File: config.mk
export PLATFORM = sky130hd
export DESIGN_NAME = vcf_genotype_column_extractor
export DESIGN_NICKNAME = d
export VERILOG_FILES = /design/src/design/vcfgc_pkg.sv /design/src/design/vcfgc_parser.sv /design/src/design/vcf_genotype_column_extractor.sv
export SDC_FILE = /design/constraint.sdc
export NUM_CORES = 1
export LEC_CHECK = 0
export ABC_AREA = 1
export BUFFER_PORTS_ARGS = -buffer_cell sky130_fd_sc_hd__buf_2
export CAP_MARGIN = 20
export CORE_ASPECT_RATIO = 2
export CORE_MARGIN = 2
export CORE_UTILIZATION = 55
export CTS_CLUSTER_SIZE = 20
export DETAILED_ROUTE_END_ITERATION = 6
export PLACE_DENSITY = 0.77
export SYNTH_ARGS = -nofsm -noshare
export SYNTH_HDL_FRONTEND = slang
export SYNTH_HIERARCHICAL = 1
export SYNTH_SLANG_ARGS = --single-unit
File: constraint.sdc
create_clock -name clk_i -period 6.2 [get_ports clk_i]
set_clock_uncertainty 0.2 [all_clocks]
set_input_delay 1.24 -clock clk_i [delete_from_list [all_inputs] [get_ports clk_i]]
set_output_delay 1.24 -clock clk_i [all_outputs]
set_load 0.1 [all_outputs]
File: src/design/vcfgc_pkg.sv
`default_nettype none
// ----------------------------------------------------------------------------
// vcfgc_pkg: shared definitions for the genotype column extractor
// Character codes, column numbers, the FORMAT key matcher states and the
// result word passed from the parser to the output register.
// ----------------------------------------------------------------------------
package vcfgc_pkg;

  // Default limit on the number of FORMAT keys and sample subfields tracked.
  localparam int unsigned MAX_FORMAT_KEYS_DEF = 255;

  // Characters of interest in the text stream.
  localparam logic [7:0] CH_TAB   = 8'h09;
  localparam logic [7:0] CH_NL    = 8'h0A;
  localparam logic [7:0] CH_HASH  = 8'h23;
  localparam logic [7:0] CH_COLON = 8'h3A;
  localparam logic [7:0] CH_G     = 8'h47;
  localparam logic [7:0] CH_Q     = 8'h51;

  // Column numbers: CHROM is first, FILTER is the last column whose tab is copied.
  localparam logic [3:0] COL_CHROM  = 4'd0;
  localparam logic [3:0] COL_LAST_TAB_COPY = 4'd6;
  localparam logic [3:0] COL_FORMAT = 4'd8;
  localparam logic [3:0] COL_SAMPLE = 4'd9;

  // Progress of the exact "GQ" match over one FORMAT key.
  typedef enum logic [1:0] {
    KM_START = 2'd0,
    KM_G     = 2'd1,
    KM_GQ    = 2'd2,
    KM_MISS  = 2'd3
  } key_match_e;

  // One processed word: whether it gives a result, and the result byte.
  typedef struct packed {
    logic       emit;
    logic [7:0] data;
  } res_t;

endpackage
`default_nettype wire

File: src/design/vcfgc_parser.sv
`default_nettype none
// ----------------------------------------------------------------------------
// vcfgc_parser: line and column tracking for the genotype column extractor
// Holds the parse state and, for each word stepped in, updates the state and
// decides whether a byte is emitted and which one.
// ----------------------------------------------------------------------------
module vcfgc_parser #(
  parameter int unsigned MAX_FORMAT_KEYS = vcfgc_pkg::MAX_FORMAT_KEYS_DEF
) (
  input  wire logic             clk_i,
  input  wire logic             rst_ni,
  input  wire logic             step_i,
  input  wire logic [7:0]       byte_i,
  input  wire logic             gq_enable_i,
  output vcfgc_pkg::res_t       res_o
);
  import vcfgc_pkg::*;

  localparam int unsigned SfW = $clog2(MAX_FORMAT_KEYS + 1);
  localparam logic [SfW-1:0] SfMax = SfW'(MAX_FORMAT_KEYS);

  logic           at_line_start_q, at_line_start_d;
  logic           in_header_q, in_header_d;
  logic           chrom_printed_q, chrom_printed_d;
  logic [3:0]     column_q, column_d;
  logic [SfW-1:0] subfield_q, subfield_d;
  logic [SfW-1:0] gq_pos_q, gq_pos_d;
  logic           gq_found_q, gq_found_d;
  key_match_e     key_match_q, key_match_d;

  logic           gq_on;
  logic [SfW-1:0] subfield_inc;
  logic           starts_empty, starts_header, data_path;
  logic           is_tab, is_nl, is_colon;
  logic           key_is_gq;

  // Shared decode of the current word against the current state.
  assign is_tab        = (byte_i == CH_TAB);
  assign is_nl         = (byte_i == CH_NL);
  assign is_colon      = (byte_i == CH_COLON);
  assign gq_on         = gq_enable_i && gq_found_q;
  assign subfield_inc  = (subfield_q == SfMax) ? subfield_q : subfield_q + 1'b1;
  assign starts_empty  = at_line_start_q && is_nl;
  assign starts_header = at_line_start_q && (byte_i == CH_HASH);
  assign data_path     = !starts_empty && !starts_header && !in_header_q;
  // A key that ends now is an accepted GQ match (never the first key).
  assign key_is_gq     = (key_match_q == KM_GQ) && !gq_found_q &&
                         (subfield_q != '0) && (subfield_q != SfMax);

  // Next state.
  always_comb begin
    at_line_start_d = at_line_start_q;
    in_header_d     = in_header_q;
    chrom_printed_d = chrom_printed_q;
    column_d        = column_q;
    subfield_d      = subfield_q;
    gq_pos_d        = gq_pos_q;
    gq_found_d      = gq_found_q;
    key_match_d     = key_match_q;
    if (starts_empty) begin
      at_line_start_d = 1'b1;
    end else if (starts_header) begin
      at_line_start_d = 1'b0;
      in_header_d     = 1'b1;
    end else if (in_header_q) begin
      if (is_nl) begin
        in_header_d     = 1'b0;
        at_line_start_d = 1'b1;
      end
    end else begin
      at_line_start_d = 1'b0;
      if (is_nl) begin
        if (column_q == COL_CHROM) begin
          chrom_printed_d = 1'b1;
        end
        at_line_start_d = 1'b1;
        column_d        = COL_CHROM;
        subfield_d      = '0;
        gq_pos_d        = '0;
        gq_found_d      = 1'b0;
        key_match_d     = KM_START;
      end else if (column_q >= COL_SAMPLE) begin
        if (is_tab) begin
          subfield_d = '0;
        end else if (is_colon) begin
          subfield_d = subfield_inc;
        end
      end else if (column_q == COL_FORMAT) begin
        if (is_tab || is_colon) begin
          if (key_is_gq) begin
            gq_found_d = 1'b1;
            gq_pos_d   = subfield_q;
          end
          subfield_d  = is_tab ? '0 : subfield_inc;
          key_match_d = KM_START;
          if (is_tab) begin
            column_d = COL_SAMPLE;
          end
        end else if (key_match_q == KM_START && byte_i == CH_G) begin
          key_match_d = KM_G;
        end else if (key_match_q == KM_G && byte_i == CH_Q) begin
          key_match_d = KM_GQ;
        end else begin
          key_match_d = KM_MISS;
        end
      end else if (is_tab) begin
        column_d = column_q + 4'd1;
        if (column_q + 4'd1 == COL_FORMAT) begin
          subfield_d  = '0;
          key_match_d = KM_START;
        end
        if (column_q == COL_CHROM) begin
          chrom_printed_d = 1'b1;
        end
      end
    end
  end

  // Result byte for the current word.
  always_comb begin
    res_o.emit = 1'b0;
    res_o.data = byte_i;
    if (data_path) begin
      if (is_nl) begin
        res_o.emit = 1'b1;
      end else if (column_q >= COL_SAMPLE) begin
        if (is_tab) begin
          res_o.emit = 1'b1;
        end else if (is_colon) begin
          res_o.emit = gq_on && (subfield_inc == gq_pos_q);
        end else begin
          res_o.emit = (subfield_q == '0) || (gq_on && (subfield_q == gq_pos_q));
        end
      end else if (column_q == COL_FORMAT) begin
        res_o.emit = is_tab;
      end else if (is_tab) begin
        if (column_q == COL_CHROM) begin
          res_o.emit = !chrom_printed_q;
          res_o.data = CH_NL;
        end else begin
          res_o.emit = (column_q <= COL_LAST_TAB_COPY);
        end
      end else if (column_q == COL_CHROM) begin
        res_o.emit = !chrom_printed_q;
      end else begin
        res_o.emit = 1'b1;
      end
    end
  end

  // Parse state registers, advanced once per processed word.
  always_ff @(posedge clk_i or negedge rst_ni) begin
    if (!rst_ni) begin
      at_line_start_q <= 1'b1;
      in_header_q     <= 1'b0;
      chrom_printed_q <= 1'b0;
      column_q        <= COL_CHROM;
      subfield_q      <= '0;
      gq_pos_q        <= '0;
      gq_found_q      <= 1'b0;
      key_match_q     <= KM_START;
    end else if (step_i) begin
      at_line_start_q <= at_line_start_d;
      in_header_q     <= in_header_d;
      chrom_printed_q <= chrom_printed_d;
      column_q        <= column_d;
      subfield_q      <= subfield_d;
      gq_pos_q        <= gq_pos_d;
      gq_found_q      <= gq_found_d;
      key_match_q     <= key_match_d;
    end
  end

endmodule
`default_nettype wire

File: src/design/vcf_genotype_column_extractor.sv
// Path: an accepted input word is held in the input register, then parsed,
// and its output word is captured in the output register unless stalled.
// Throughput: one input word per cycle while the output side is not stalled;
// the parse state updates once per word between the input and output registers.
// Reset: asynchronous, active low; clears the parse state, the GQ mode bit
// and both valid flags, with no further clearing time.
`default_nettype none
// ----------------------------------------------------------------------------
// vcf_genotype_column_extractor: genotype column extractor, top level
// Input register, parser and output register with valid/stall handshakes on
// both sides, and the one-bit GQ mode register.
// ----------------------------------------------------------------------------
module vcf_genotype_column_extractor #(
  parameter int unsigned MAX_FORMAT_KEYS = vcfgc_pkg::MAX_FORMAT_KEYS_DEF
) (
  input  wire logic       clk_i,
  input  wire logic       rst_ni,
  input  wire logic       in_valid_i,
  output      logic       in_stall_o,
  input  wire logic [7:0] data_byte_i,
  output      logic       out_valid_o,
  input  wire logic       out_stall_i,
  output      logic [7:0] out_byte_o,
  input  wire logic       cfg_we_i,
  input  wire logic       cfg_wdata_i
);
  import vcfgc_pkg::*;

  logic       in_valid_q;
  logic [7:0] in_byte_q;
  logic       out_valid_q, out_valid_d;
  logic [7:0] out_byte_q;
  logic       gq_enable_q;
  logic       advance;
  logic       step;
  res_t       res;

  // The input stage moves on whenever the output register is free or draining.
  assign advance    = !out_valid_q || !out_stall_i;
  assign step       = in_valid_q && advance;
  assign in_stall_o = in_valid_q && !advance;

  // Configuration register.
  always_ff @(posedge clk_i or negedge rst_ni) begin
    if (!rst_ni) begin
      gq_enable_q <= 1'b0;
    end else if (cfg_we_i) begin
      gq_enable_q <= cfg_wdata_i;
    end
  end

  // Input register.
  always_ff @(posedge clk_i or negedge rst_ni) begin
    if (!rst_ni) begin
      in_valid_q <= 1'b0;
    end else if (!in_stall_o) begin
      in_valid_q <= in_valid_i;
    end
  end

  always_ff @(posedge clk_i) begin
    if (in_valid_i && !in_stall_o) begin
      in_byte_q <= data_byte_i;
    end
  end

  // Line parser.
  vcfgc_parser #(
    .MAX_FORMAT_KEYS(MAX_FORMAT_KEYS)
  ) u_parser (
    .clk_i      (clk_i),
    .rst_ni     (rst_ni),
    .step_i     (step),
    .byte_i     (in_byte_q),
    .gq_enable_i(gq_enable_q),
    .res_o      (res)
  );

  // Output register.
  assign out_valid_d = advance ? (step && res.emit) : out_valid_q;

  always_ff @(posedge clk_i or negedge rst_ni) begin
    if (!rst_ni) begin
      out_valid_q <= 1'b0;
    end else begin
      out_valid_q <= out_valid_d;
    end
  end

  always_ff @(posedge clk_i) begin
    if (step && res.emit) begin
      out_byte_q <= res.data;
    end
  end

  assign out_valid_o = out_valid_q;
  assign out_byte_o  = out_byte_q;

endmodule
`default_nettype wire

* After elaboration in Yosys (flattened, before gate mapping)
Index checks and enable logic that the tools add are counted.
Widths: inputs -> output; s select.
** Storage, ports and cells
- Output and inout bits :: 10
- Bits of input ports :: 14
- Flip-flop bits (word level) :: 45
- Word-level logic and storage cells :: 149
** Cells by class
- $lt $le $gt $ge :: 2
- Equal/unequal tests :: 21
- Reduce and logical (&&, ||, !) cells :: 47
- Bitwise operators :: 3
- Mux-type cells :: 61
- Add/sub/neg operators :: 2
** Operator list (number)
- $mux 8 :: 20
- $mux 1 :: 27
- $mux 4 :: 6
- $reduce_and 8->1 :: 3
- $eq 8x4->1 const B :: 2
- $eq 8x6->1 const B :: 2
- $eq 8x7->1 const B :: 2
- $eq 8x8->1 :: 2
- $logic_and 1x1->1 :: 16
- $mux 2 :: 7
- $reduce_and 7->1 :: 2
- $logic_not 1->1 :: 9
- $mux 9 :: 1
- $add 8x1->8 const B :: 1
- $eq 4x4->1 const B :: 2
- $eq 8x8->1 const B :: 1
- $logic_not 8->1 :: 1
- $ne 4x1->1 const B :: 2
- $ne 8x8->1 const B :: 1
- $reduce_bool 2->1 :: 4
- $reduce_bool 4->1 :: 2
- $reduce_bool 8->1 :: 1
- $ne 3x1->1 const B :: 2
- $reduce_bool 3->1 :: 2
- 12 further kinds :: 18

* Logic depth before layout (Yosys ltp)
Gate-level depths: netlist of the first run.
- Depth after elaboration :: 10
- Mapped depth :: 17
- Depth with buffers taken out :: 17

* Modules after synthesis
The synthesis of the first run kept the hierarchy.
** By module, submodules not included
- vcfgc_parser :: seq. area each 651.9 µm², instances 1, area an instance 2367.3 µm², cells an instance 311
- vcf_genotype_column_extractor :: seq. area each 555.5 µm², instances 1, area an instance 624.3 µm², cells an instance 35

* Worst setup path after synthesis of the first run
Ideal clock, no wire load.
- Kind :: input-to-output
- Start :: input port out_stall_i
- End :: output port in_stall_o
- Cell stages on the path :: 2
- Path slack :: 2.818 ns
- Arrival time :: 1.942 ns
- Cell sequence :: nand3_2 > inv_1
** Between the ends
- Longest elaborated chain between the ends :: 4
** RTL lines
- start, declared :: RTL line vcf_genotype_column_extractor.sv:22 : input wire logic out_stall_i,
- $logic_not 1->1 :: RTL line vcf_genotype_column_extractor.sv:39 : assign advance = !out_valid_q || !out_stall_i;
- $logic_or 1x1->1 :: RTL line vcf_genotype_column_extractor.sv:39
- $logic_not 1->1 :: RTL line vcf_genotype_column_extractor.sv:41 : assign in_stall_o = in_valid_q && !advance;
- $logic_and 1x1->1 :: RTL line vcf_genotype_column_extractor.sv:41
- end, declared :: RTL line vcf_genotype_column_extractor.sv:19 : output logic in_stall_o,
No other way between the ends.

* Worst setup path in the final report of the first run
Ends and elaborated chain as after synthesis.

==> results of run 1 <==
-- metrics by stage --
stage	instance area [um^2]	total power (W)	instances	util (%)
6_report	3220	0.000563	427	60.4
4_1_cts	3220	0.000567	427	60.4
2_1_floorplan	2990	0.000360	346	-
5_1_grt	3220	0.000582	427	60.4
3_5_place_dp	3120	0.000374	419	58.6
3_3_place_gp	3120	0.000372	419	58.6
-- critical path, delay by kind of cell --
kind	cells	cell delay, ns
simple gates	1	0.09
buf+inv	3	0.59
-- synthesized netlist by cell type (2+ instances only) --
library cell / instances
dfrtp_1: 28
nand3_2: 8
nand2_4: 5
o21ai_0: 9
nand3_4: 3
inv_2: 8
o21ai_1: 13
ha_1: 6
a21oi_1: 7
nand2_8: 2
edfxtp_1: 16
buf_4: 2
nor4_1: 4
buf_6: 2
clkbuf_1: 6
inv_1: 43
nor2_4: 7
xor2_1: 5
nand3_1: 26
nor2_1: 24
nor3_1: 2
nor3_4: 2
nand4_1: 2
nand2_1: 75
nand4_4: 2
nor2_2: 2
nand2_2: 10
a31oi_1: 4
nor2_8: 2
o21ai_2: 5
-- layer usage --
| layer | track usage, % | vias up |
|---|---|---|
| li1 | - | 1173 |
| met1 | 26.4 | 1140 |
| met2 | 39.6 | 54 |
| met3 | 2.39 | 8 |
| met4 | 9.18 | 0 |
| met5 | 0 | - |
-- kinds of logic (layout without fill, tap and decap cells) --
family,Yosys count,in the layout,share of synthesized area [%]
adders and majority gates,6,6,2.51
DFF,45,45,40.4
xor gates and xnor gates,6,6,1.76
buffers and inverters,63,84,8.91
and+or+nand+nor,179,179,36.3
AOI/OAI and AO/OA,47,47,10.1
-- flip-flops by register name, summed over array words and instances, names as in the netlist --
name and flops:
u_parser/chrom_printed_q 1, u_parser/in_header_q 1, u_parser/gq_pos_q 8, in_valid_q 1, u_parser/gq_found_q 1, out_valid_o 1, u_parser/column_q 4, gq_enable_q 1
u_parser/at_line_start_q 1, in_byte_q 8, out_byte_o 8, u_parser/key_match_q 2, u_parser/subfield_q 8
-- cell type report --
type,count,area (um^2),area share [%]
inverter,53,206,6.42
multi-input combinational,238,1520,47.2
timing repair buffer,23,115,3.58
sequential,45,1210,37.5
clock inverter,3,25.0,0.778
tap,60,75.1,2.33
clock buffer,5,68.8,2.14
-- power by group --
group / internal [W] / switching, W / leakage (nW)
combinational: 0.0000142 / 0.0000301 / 0.962
clock: 0.0000823 / 0.000113 / 0.0452
sequential: 0.000316 / 0.00000843 / 0.496
total: 0.000412 / 0.000151 / 1.50
-- final timing paths --
check | startpoint | to | slack, ns
min in group asynchronous | rst_ni | u_parser/key_match_q[0] | 0.76
max in group asynchronous | rst_ni | u_parser/subfield_q[2] | 4.59
max | out_stall_i | in_stall_o | 2.85
min reg2reg | u_parser/chrom_printed_q | u_parser/chrom_printed_q | 0.27
min | u_parser/chrom_printed_q | u_parser/chrom_printed_q | 0.27
max reg2reg | u_parser/subfield_q[0] | out_byte_o[0] | 2.96
==> results.md, run 1 <==
- Tot GR Track Use: 22.1%
- Setup Crit Path Kind: input port to output port
- Vias in the first global route: 2434
- Post-synth top area cell: dfrtp_1
- Clock period minus worst slack: 3.35 ns
- Routed vias: 2375
- Die X: 56.2 um
- Final wirelength: 6.19 mm
- Post-CTS Setup Bufs: 0
- Mapped Nets: 366
- Largest net degree at the start of global routing: 30
- Rel. slew slack: 52.7%
- Hold WC Path Type: flop to flop
- RSZ-0062 raised after global routing: false
- Nets: 386
- Fraction of registers with async set/reset: 64.4%
- CP endpoint kind: output port
- Register bit total from synthesis: 45
- Netlist cell types: 46
- First-pass GRT wire length: 10.7 mm
- Vias/cell: 5.56
- CP max stage cell: buf_2
- Crit-path max FO: 3
- Setup-failing EPs final: 0
- Fin. Hold Viols: 0
- Clock buffer depth: 2
- DP HPWL: 4.72 mm
- Share of the synthesized area in the top cell type: 23.4%
- Metal3 WL: 220 um
- Sequential-to-total area share from yosys stat: 40.4%
- Area Overhead vs Synth: 7.49%
- Synth area leaders: dfrtp_1, edfxtp_1, nand2_1
- Max_cap viols: 0
- LEAKAGE: 1.50 nW
- Number of CTS-inserted buffers: 5
- Cell Area, Synth: 2990 um^2
- Number of synthesized flops with an enable pin: 16
- Filler instances: 461
- Hold Slack: 0.271 ns
- PD cells: 175 nW/um^2
- Antenna violations before repair: 0
- Met2 WL: 3.32 mm
- Worst path cell trace: buf_2 -> nand3_2 -> inv_1 -> buf_2
- Drt pass-1 iters: 4
- Hold path depth: 2
- Reg clk slew, reported paths: 0.09 ns
- Syn avg cell area: 8.65 um^2
- Place WS: 2.85 ns
- Residual DRC count: 0
- Critical Path Max Stage Delay: 0.42 ns
- H-tree levels: 2
- Highest Clock Rate: 298 MHz
- Io pins: 24
- Crit path arrival time: 1.91 ns
- Worst-Skew Late Latency: 0.31 ns
- Hold buffer count at CTS: 0
- Core Rows: 38
- GR Overflow Total: 0
- Most frequent cells in the layout: nand2_1, inv_1, dfrtp_1, nand3_1, nor2_1
- Initial Utilization: 56.2%
- Detail Route Antenna Nets: 0
- Clk root buf: clkbuf_8
- Port bufs: 23
- Layout cells sized above 1: 26.2%
- Peak supply drop: 0.000182 V
- TNS Setup: 0 ns
- Final period utilization: 54.1%
- Die Ht: 108 um
- Per-cell routed wire length: 14.5 um
- Startpoint types: input port
- Diode count: 0
- Leading cell type in the layout, fill and taps excluded: nand2_1
- Req. time, crit path: 4.76 ns
- CTS resizes: 0
- Highest routed layer: met4
- DRT iter0 DRCs: 55
- Synth Warn #: 6
- CTS tree: built
- Reg2reg path depth: 17
- Post-Syn Instances: 346
- Setup slack after layout: 2.85 ns
- Fin. max-slew vios: 0
- Die footprint: 6080 um^2
- Top FF cell, synth: dfrtp_1
- Status: complete, no violations
- Clk sinks: 45
- Placeable Area: 5330 um^2
- Gpl congestion: 0.945
- Worst Tran Pin Value: 0.707 ns
- Most used cell, CP: buf_2
- M1 wire length: 2.56 mm
Note: power is estimated with default switching activity, not from simulation.
==> run 2, diff against run 1 <==
==> constraint.sdc (replaced) <==
create_clock -name clk_i -period 3.1 [get_ports clk_i]
set_clock_uncertainty 0.2 [all_clocks]
set_input_delay 0.62 -clock clk_i [delete_from_list [all_inputs] [get_ports clk_i]]
set_output_delay 0.62 -clock clk_i [all_outputs]
set_load 0.1 [all_outputs]
==> run 2 against run 1 <==
Design area up 0.97%. Via count down 3.0%. Final cell count up 0.23%. Non-clock buffer count up 1. First-iteration DRC count up 45%.
==> results.md, run 2 (synthesis results as in run 1) <==
- Per-cell routed wire length: 14.5 um (+0.28%)
- Setup Crit Path Kind: flop to flop
- PD cells: 369 nW/um^2 (+110%)
- Worst reg2reg startpoint: u_parser/subfield_q[0]
- Crit path arrival time: 2.67 ns (+0.76 ns)
- Number of CTS-inserted buffers: 5 (unchanged)
- Reg2reg end: out_byte_o[3]
- Leading cell type in the layout, fill and taps excluded: nand2_1
- Rel. slew slack: 54.0% (+1.3 points)
- Clock period minus worst slack: 2.84 ns
- Most frequent cells in the layout: nand2_1, inv_1, dfrtp_1, nand3_1, nor2_1
- Antenna violations before repair: 0 (unchanged)
- Clk root buf: clkbuf_8
- Die Ht: 108 um (unchanged)
- Area Overhead vs Synth: 8.53%
- Setup slack after layout: 0.265 ns (-2.58 ns)
- Filler instances: 461 (unchanged)
- Post-CTS Setup Bufs: 0 (unchanged)
- Highest Clock Rate: 353 MHz
- Routed vias: 2304 (-3.0%)
- Clk sinks: 45 (unchanged)
- Initial Utilization: 56.2% (unchanged)
- CTS resizes: 0 (unchanged)
- Worst reg-to-reg setup slack: 0.26 ns (-2.70 ns)
- Largest net degree at the start of global routing: 30 (unchanged)
- RSZ-0062 raised after global routing: false
- Detail Route Antenna Nets: 0 (unchanged)
- Setup-failing EPs final: 0 (unchanged)
- Core Rows: 38 (unchanged)
- Place WS: 0.273 ns (-2.58 ns)
- Placeable Area: 5330 um^2 (unchanged)
- Req. time, crit path: 2.93 ns (-1.83 ns)
- Nets: 387 (+0.26%)
- Crit-path max FO: 12 (+9)
- Reg clk slew, reported paths: 0.09 ns (about the same)
- Register area: 1210 um^2 (+0.10%)
- Final wirelength: 6.22 mm (+0.52%)
- Clock buffer depth: 2 (unchanged)
- Worst-Skew Late Latency: 0.31 ns (about the same)
- Final period utilization: 91.5%
- LEAKAGE: 1.52 nW (+1.2%)
- Vias in the first global route: 2406 (-1.2%)
- Port bufs: 23 (unchanged)
- Residual DRC count: 0 (unchanged)
- Critical Path Max Stage Delay: 0.46 ns (+0.04 ns)
- Vias/cell: 5.38 (-3.2%)
- GR Overflow Total: 0 (unchanged)
- Peak supply drop: 0.000428 V (+140%)
- Hold buffer count at CTS: 0 (unchanged)
- Diode count: 0 (unchanged)
- Die footprint: 6080 um^2 (unchanged)
- DP HPWL: 4.87 mm (+3.2%)
- Fin. Hold Viols: 0 (unchanged)
- First-pass GRT wire length: 10.9 mm (+1.6%)
- Fin. max-slew vios: 0 (unchanged)
- H-tree levels: 2 (unchanged)
- Layout cells sized above 1: 26.6% (+0.47 points)
- Startpoint types: flop
- Status: complete, no violations
- Gpl congestion: 0.954 (+0.89%)
- Io pins: 24 (unchanged)
- Worst path cell trace: ha_1 -> inv_1 -> nor2_4 -> nand2_2 -> nand2_1 -> nand2_1 -> nand2_1 -> nand2_1 -> inv_1 -> nand2_1 -> nor2_1 -> nand3_1 -> nand2_1 -> nand2_1 -> a21oi_2 -> inv_1 -> nor2_1 -> buf_4
- Tot GR Track Use: 22.9% (+0.81 points)
- Drt pass-1 iters: 7 (+3)
- Hold WC Path Type: input port to asynchronous set/reset pin
- CP endpoint kind: flop
- Area of the multi-input gates: 1520 um^2 (unchanged)
- Worst Tran Pin Value: 0.689 ns (-0.0175 ns)
- Most used cell, CP: nand2_1
- Reg2reg path depth: 18 (+1)
- Die X: 56.2 um (unchanged)
- DRT iter0 DRCs: 80 (+45%)
- CP max stage cell: dfrtp_1
- TNS Setup: 0 ns (unchanged)
- CTS tree: built
- Max_cap viols: 0 (unchanged)
-- run 2: cell count changes in the layout (fill, tap and decap cells not counted) --
cell / change
buf_4: +1
bufinv_16: +1
clkinvlp_4: -1
dfrtp_1: -1
dfrtp_2: +1
-- run 2: layout make-up --
type                       instances  area share [%]
clock inverter                     3            1.46
inverter                          53            6.36
timing repair buffer              24            3.78
clock buffer                       5            2.12
tap                               60            2.31
multi-input combinational        238            46.7
sequential                        45            37.2
-- run 2: worst max-delay path: cells and delay by family (launching register included) --
family	cells	cell delay [ns]
AND/OR/NAND/NOR	12	1.12
buffers and inverters	4	0.39
adder cells (fa/ha/maj)	1	0.28
flip-flops	1	0.46
AO/OA/AOI/OAI	1	0.11
-- run 2: report_power, final --
| group | switching, W | total [W] | internal, W |
|---|---|---|---|
| combinational | 0.0000605 | 0.0000889 | 0.0000284 |
| sequential | 0.0000161 | 0.000647 | 0.000631 |
| clock | 0.000216 | 0.000462 | 0.000246 |
| total | 0.000292 | 0.00120 | 0.000905 |
-- run 2: routing by layer --
layer	share of wire [%]	GRT usage [%]	vias up	routed length (um)
li1	-	-	1172	-
met1	40	26.0	1068	2490
met2	53	40.8	51	3310
met3	3.9	4.55	13	243
met4	2.7	10.0	0	170
met5	0	0	-	0
-- run 2: through the flow --
step / cell area (um^2) / utilization [%] / total power (W) / instances / hold WS, ns
after floorplan: 2990 / - / 0.000720 / 346 / 0.124
after global placement: 3130 / 58.8 / 0.000745 / 420 / 0.240
after detailed placement: 3130 / 58.8 / 0.000749 / 420 / 0.268
after CTS: 3250 / 60.9 / 0.00121 / 428 / 0.148
after global routing: 3250 / 61.0 / 0.00124 / 428 / 0.188
final: 3250 / 61.0 / 0.00120 / 428 / 0.132
-- run 2: worst max-delay path by stage --
| stage | start | endpoint | slack, ns |
|---|---|---|---|
| 3_3_place_gp | u_parser/subfield_q[1] | out_byte_o[3] | 0.38 |
| 2_1_floorplan | u_parser/subfield_q[1] | out_byte_o[0] | 0.43 |
| 5_1_grt | u_parser/subfield_q[0] | out_byte_o[3] | 0.02 |
| 4_1_cts | u_parser/subfield_q[1] | out_byte_o[3] | 0.27 |
| 6_report | u_parser/subfield_q[0] | out_byte_o[3] | 0.26 |
| 3_5_place_dp | u_parser/subfield_q[1] | out_byte_o[0] | 0.27 |
